File: config.mk
export PLATFORM = sky130hd
export DESIGN_NAME = hfis_cell
export DESIGN_NICKNAME = d
export VERILOG_FILES = /design/src/sv/hfis_pkg.sv /design/src/sv/hfis_cell.sv
export SDC_FILE = /design/constraint.sdc
export NUM_CORES = 1
export LEC_CHECK = 0
export BUFFER_PORTS_ARGS = -buffer_cell sky130_fd_sc_hd__buf_4
export CORE_UTILIZATION = 55
export DETAILED_ROUTE_END_ITERATION = 8
export PLACE_DENSITY_LB_ADDON = 0.1
export SLEW_MARGIN = 5
export SYNTH_ARGS = -nofsm -noshare
export SYNTH_HDL_FRONTEND = slang
export SYNTH_SLANG_ARGS = --single-unit
File: constraint.sdc
create_clock -name clk -period 1.15 [get_ports clk]
set_input_delay 0.345 -clock clk [delete_from_list [all_inputs] [get_ports clk]]
set_output_delay 0.345 -clock clk [all_outputs]
set_load 0.005 [all_outputs]
File: src/sv/hfis_pkg.sv
// ----------------------------------------------------------------------------
// hfis_pkg: shared widths, types and coefficient table
// Sizes of the Hilbert I/Q splitter and the Blackman-windowed Hilbert
// coefficients, worked out at elaboration in signed Q1.(COEF_WIDTH-1).
// ----------------------------------------------------------------------------
package hfis_pkg;

    // filter size and word widths
    localparam int TAPS         = 31;
    localparam int SAMPLE_WIDTH = 16;
    localparam int COEF_WIDTH   = 18;
    localparam int HALF_LEN     = (TAPS - 1) / 2;

    // product and accumulator widths, sized so the sum never wraps
    localparam int PROD_W = SAMPLE_WIDTH + COEF_WIDTH;
    localparam int ACC_W  = PROD_W + $clog2(TAPS);

    // output rounding: add half an lsb, then drop the fraction bits
    localparam int FRAC_BITS = COEF_WIDTH - 1;
    localparam int QW_W      = ACC_W + 1 - FRAC_BITS;

    typedef logic signed [SAMPLE_WIDTH-1:0] sample_t;
    typedef logic signed [COEF_WIDTH-1:0]   coef_t;
    typedef logic signed [PROD_W-1:0]       prod_t;
    typedef logic signed [ACC_W-1:0]        acc_t;
    typedef logic [TAPS-1:0][COEF_WIDTH-1:0] coef_tab_t;

    // fixed point constants of the window and of the coefficient scale
    localparam longint          ONE_Q30         = 64'sd1 << 30;
    localparam longint unsigned TWO_PI_Q30      = 64'd6746518852;
    localparam longint unsigned TWO_OVER_PI_Q30 = 64'd683565276;
    localparam longint          W_A             = 64'sd450971566;
    localparam longint          W_C             = 64'sd85899346;
    localparam longint unsigned TAP_SPAN        = longint'(TAPS - 1);
    localparam longint unsigned TWO_SPAN        = 2 * TAP_SPAN;
    localparam int              COEF_SHIFT      = 61 - COEF_WIDTH;

    // divisors of the cosine series terms, (2i-1)*(2i)
    localparam longint unsigned FACT_DIV [1:9] = '{
        64'd2, 64'd12, 64'd30, 64'd56, 64'd90, 64'd132, 64'd182, 64'd240, 64'd306
    };

    // windowed hilbert coefficients, entry 0 weights the newest sample
    function automatic coef_tab_t build_coefs();
        coef_tab_t       tab;
        longint unsigned r;
        longint unsigned n2;
        longint unsigned x;
        longint unsigned x2;
        longint unsigned term;
        longint unsigned num;
        longint unsigned rem;
        longint unsigned quo;
        longint unsigned kmag;
        longint          sum;
        longint          cosv [2];
        longint          w;
        longint          wmag;
        longint          mag;
        bit              neg_c;
        bit              neg;
        int              k;
        tab = '0;
        for (int n = 0; n < TAPS; n++)
        begin
            k = n - HALF_LEN;
            if (k != 0 && k[0])
            begin
                // cosines of one and two turns-fractions, folded to a quarter turn
                for (int m = 0; m < 2; m++)
                begin
                    r = longint'((m + 1) * n) % TAP_SPAN;
                    if (2 * r > TAP_SPAN)
                        r = TAP_SPAN - r;
                    neg_c = 1'b0;
                    if (4 * r > TAP_SPAN)
                    begin
                        neg_c = 1'b1;
                        n2 = TAP_SPAN - 2 * r;
                    end
                    else
                    begin
                        n2 = 2 * r;
                    end
                    x    = (TWO_PI_Q30 * n2) / TWO_SPAN;
                    x2   = (x * x) >> 30;
                    term = longint'(ONE_Q30);
                    sum  = ONE_Q30;
                    for (int i = 1; i <= 9; i++)
                    begin
                        term = ((term * x2) >> 30) / FACT_DIV[i];
                        if (i % 2 == 1)
                            sum = sum - longint'(term);
                        else
                            sum = sum + longint'(term);
                    end
                    cosv[m] = neg_c ? -sum : sum;
                end
                // blackman window in q30
                w    = W_A - cosv[0] / 2 + (W_C * cosv[1]) / ONE_Q30;
                wmag = (w < 0) ? -w : w;
                kmag = longint'((k < 0) ? -k : k);
                neg  = (w < 0) != (k < 0);
                // long division of the scaled window by the tap offset
                num = longint'(wmag) * TWO_OVER_PI_Q30;
                rem = '0;
                quo = '0;
                for (int b = 63; b >= 0; b--)
                begin
                    rem = (rem << 1) | longint'(num[b]);
                    if (rem >= kmag)
                    begin
                        rem    = rem - kmag;
                        quo[b] = 1'b1;
                    end
                end
                mag = longint'((quo + (64'd1 << (COEF_SHIFT - 1))) >> COEF_SHIFT);
                tab[n] = COEF_WIDTH'(neg ? -mag : mag);
            end
        end
        return tab;
    endfunction

endpackage

File: src/sv/hfis_cell.sv
// ----------------------------------------------------------------------------
// hfis_cell: one tap of the transposed hilbert filter
// Adds its coefficient times the broadcast sample to the partial sum of the
// next cell, and passes the sample history one place down the row.
// ----------------------------------------------------------------------------
module hfis_cell
    import hfis_pkg::*;
(
    input  logic    clk,
    input  logic    rst_n,
    input  logic    shift,
    input  coef_t   coef,
    input  sample_t sample_in,
    input  acc_t    sum_in,
    input  sample_t hist_in,
    output acc_t    sum_out,
    output sample_t hist_out
);

    acc_t    sum_reg;
    acc_t    sum_next;
    sample_t hist_reg;
    sample_t hist_next;
    prod_t   prod;

    // tap product and partial sum
    always_comb
    begin
        prod      = prod_t'(sample_in) * prod_t'(coef);
        sum_next  = shift ? (acc_t'(prod) + sum_in) : sum_reg;
        hist_next = shift ? hist_in : hist_reg;
    end

    // cell state, cleared to an all-zero history
    always_ff @(posedge clk or negedge rst_n)
    begin
        if (!rst_n)
        begin
            sum_reg  <= '0;
            hist_reg <= '0;
        end
        else
        begin
            sum_reg  <= sum_next;
            hist_reg <= hist_next;
        end
    end

    assign sum_out  = sum_reg;
    assign hist_out = hist_reg;

endmodule

==> impl_metrics.toml <==
[run_status]
outcome = "complete, but fails checks"
failed_checks = "DRC, setup timing"

[worst_setup_path]
reg2reg_slack_ns = 0.03
crit_path_start = "sample_in[2]"
end_kind = "register"
crit_arrival_ns = 5.79
critPathKind = "in -> reg"
start_kind = "primary input"
worst_ep_required_time_ns = 1.35
r2r_start = "sum_out[34]$_DFFE_PN0P_"
cp_max_fo = 7

[timing]
tightest_slew_ns = 0.356
setup_viol = 83
grt_setup_unrepaired = "yes"
fin_ws_ns = -4.44
max_freq_mhz = 179
hold_viol_final = 0
whs_ns = 0.278
drv_slew = 0
period_share = 4.86
clock_skew_ns = 0
period_minus_slack_ns = 5.59
slew_headroom = 0.763

[die]
die-area_sq_mm = 0.0277
die_h_um = 166
die_w_um = 166
rows = 59
floorplan.initialDensity = 0.565
core-area_sq_mm = 0.0263
ioPinCount = 147

[clock_tree]
clock-sinks = 55
clkTransAtPathRegs_ns = 0.08
cts_max_path_buffers = 2
h-tree-depth = 2
root_buffer = "clkbuf_16"
cts_tree = "built"
clk_latency_ns = 0.29
cts_buffers = 5

[synth]
yosys_warnings = 0
ys_seq_area_frac = 0.0927
synth-async-reset-ratio = 1.00
syn-num-nets = 2101
synth_top_area_share = 0.469
ys_top_cells_by_area = "fa_1 47%, inv_1 10%, ha_1 9.5%, dfrtp_1 9.3%, and2_1 5.4%"
synth_flop_cell = "dfrtp_1"
synth-edff-count = 0
synth_cells = 1548
synth_area_sq_mm = 0.0149
synth_cell_types = 51
syn_area_per_cell_sq_um = 9.59
synth_top_area_cell = "fa_1"
ys_seq_elements = 55

[min_path]
min_from = "hist_in[8]"
min_path_type = "in -> reg"

[drt]
ant_nets = 0
drc = 10
drt_wl_total_um = 39600
dr_total_vias = 11900
post_drt_wl_per_cell_um = 17.7
vias_per_cell = 5.31
drt-initial-drc-count = 678
firstDrtPassIters = 9

[grt]
grt_pass1_vias = 13400
grt_max_degree = 23
grt_usage = 0.298
grt_pass1_wl_um = 65100
overflow = 0
antenna_found_initial = 1

[final_layout]
drive_gt1_frac = 0.355
area_growth_pct = 37.1
final_common_cell = "inv_1"
final_cell_mix = "355 x inv_1, 324 x fa_1, 267 x buf_4, 151 x nand2_1, 103 x and2_1"
num-nets-final = 2456

[placed_design]
io_buffers = 146
hpwl_um = 31900
place.gp.congestion = 0.911

[run]
cap_violations = 0
-- critical path, stage by stage --
cell	delay, ns
buf_12	0.12
buf_12	0.12
nand2_4	0.06
inv_2	0.04
fa_2	0.59
fa_2	0.50
buf_12	0.16
fa_1	0.50
fa_1	0.52
fa_1	0.50
inv_1	0.05
fa_1	0.49
inv_2	0.05
ha_4	0.21
buf_6	0.13
a21o_1	0.17
a221o_1	0.42
a31oi_4	0.20
a21oi_2	0.09
or4_4	0.43
o2111ai_2	0.08
-- layout make-up --
type / instances / area (sq um)
Multi-Input combinational cell: 1044 / 13100
Fill cell: 1695 / 5920
Timing Repair Buffer: 402 / 3840
Inverter: 395 / 1490
Sequential cell: 55 / 1380
Tap cell: 335 / 419
Clock buffer: 6 / 129
Clock inverter: 2 / 38.8
Antenna cell: 1 / 2.50
-- per-stage QoR --
| stage | cells | cell area, sq um | setup TNS, ns | util | setup slack (ns) |
|---|---|---|---|---|---|
| final | 2240 | 20400 | -147.19 | 0.775 | -4.44 |
| after global routing | 2239 | 20400 | -153.85 | 0.775 | -4.64 |
| after CTS | 2211 | 19700 | -140.94 | 0.750 | -4.47 |
| after detailed placement | 2176 | 18200 | -160.15 | 0.693 | -4.96 |
| after global placement | 2176 | 18200 | -158.54 | 0.693 | -4.83 |
| after floorplan | 1548 | 15600 | -141.06 | - | -4.58 |
-- logic make-up after synthesis --
| group | Yosys count | synth area share |
|---|---|---|
| simple gates | 391 | 0.130 |
| xor+xnor | 25 | 0.0147 |
| mux | 35 | 0.0265 |
| flops | 55 | 0.0927 |
| buf+inv | 449 | 0.114 |
| fa+ha+maj | 461 | 0.564 |
| compound gates | 132 | 0.0586 |
-- path summary, 6_finish.rpt --
check,endpoint,depth (start not counted)
setup / recovery,sum_out[38]$_DFFE_PN0P_,21
hold / removal,hist_out[8]$_DFFE_PN0P_,2
setup reg to reg,sum_out[34]$_DFFE_PN0P_,3
hold reg to reg,sum_out[19]$_DFFE_PN0P_,2
max in group asynchronous,sum_out[34]$_DFFE_PN0P_,3
min in group asynchronous,sum_out[4]$_DFFE_PN0P_,2
-- per-layer routing --
metal | wire length, um | GRT usage | vias to the layer above
met5 | 0 | 0 | -
met4 | 1380 | 0.0821 | 0
met3 | 1570 | 0.0305 | 100
met2 | 22300 | 0.582 | 310
met1 | 14400 | 0.343 | 6139
li1 | - | - | 5335
-- synthesized netlist by cell type, drive strengths merged, types with 4 or more instances --
cell type,n
inv,395
fa,348
nand2,170
and2,129
ha,113
dfrtp,55
clkbuf,50
mux2,34
nor2,34
o21ai,31
a21oi,29
xnor2,19
a21o,16
nand3,12
nor3,9
nand2b,8
o211ai,8
and3,7
o21a,7
or3,7
a211oi,6
xor2,6
o31ai,5
a21boi,4
a31oi,4
buf,4
nand4,4
nor2b,4
o2111ai,4
-- timing repair --
action,4_1_cts,5_1_grt
setup endpoints to repair,87,94
hold endpoints to repair,15,0
resized for setup,252,98
cloned,5,0
hold buffers,1,0
buffers inserted,24,31
pin swaps,100,77
-- flip-flops by register name, summed over array words and instances (netlist names) --
| name | cells |
|---|---|
| hist_out | 16 |
| sum_out | 39 |
Power is left out: the tool's default activity adds up to more than one toggle a clock period on the data nets, which glitch-free logic cannot reach.
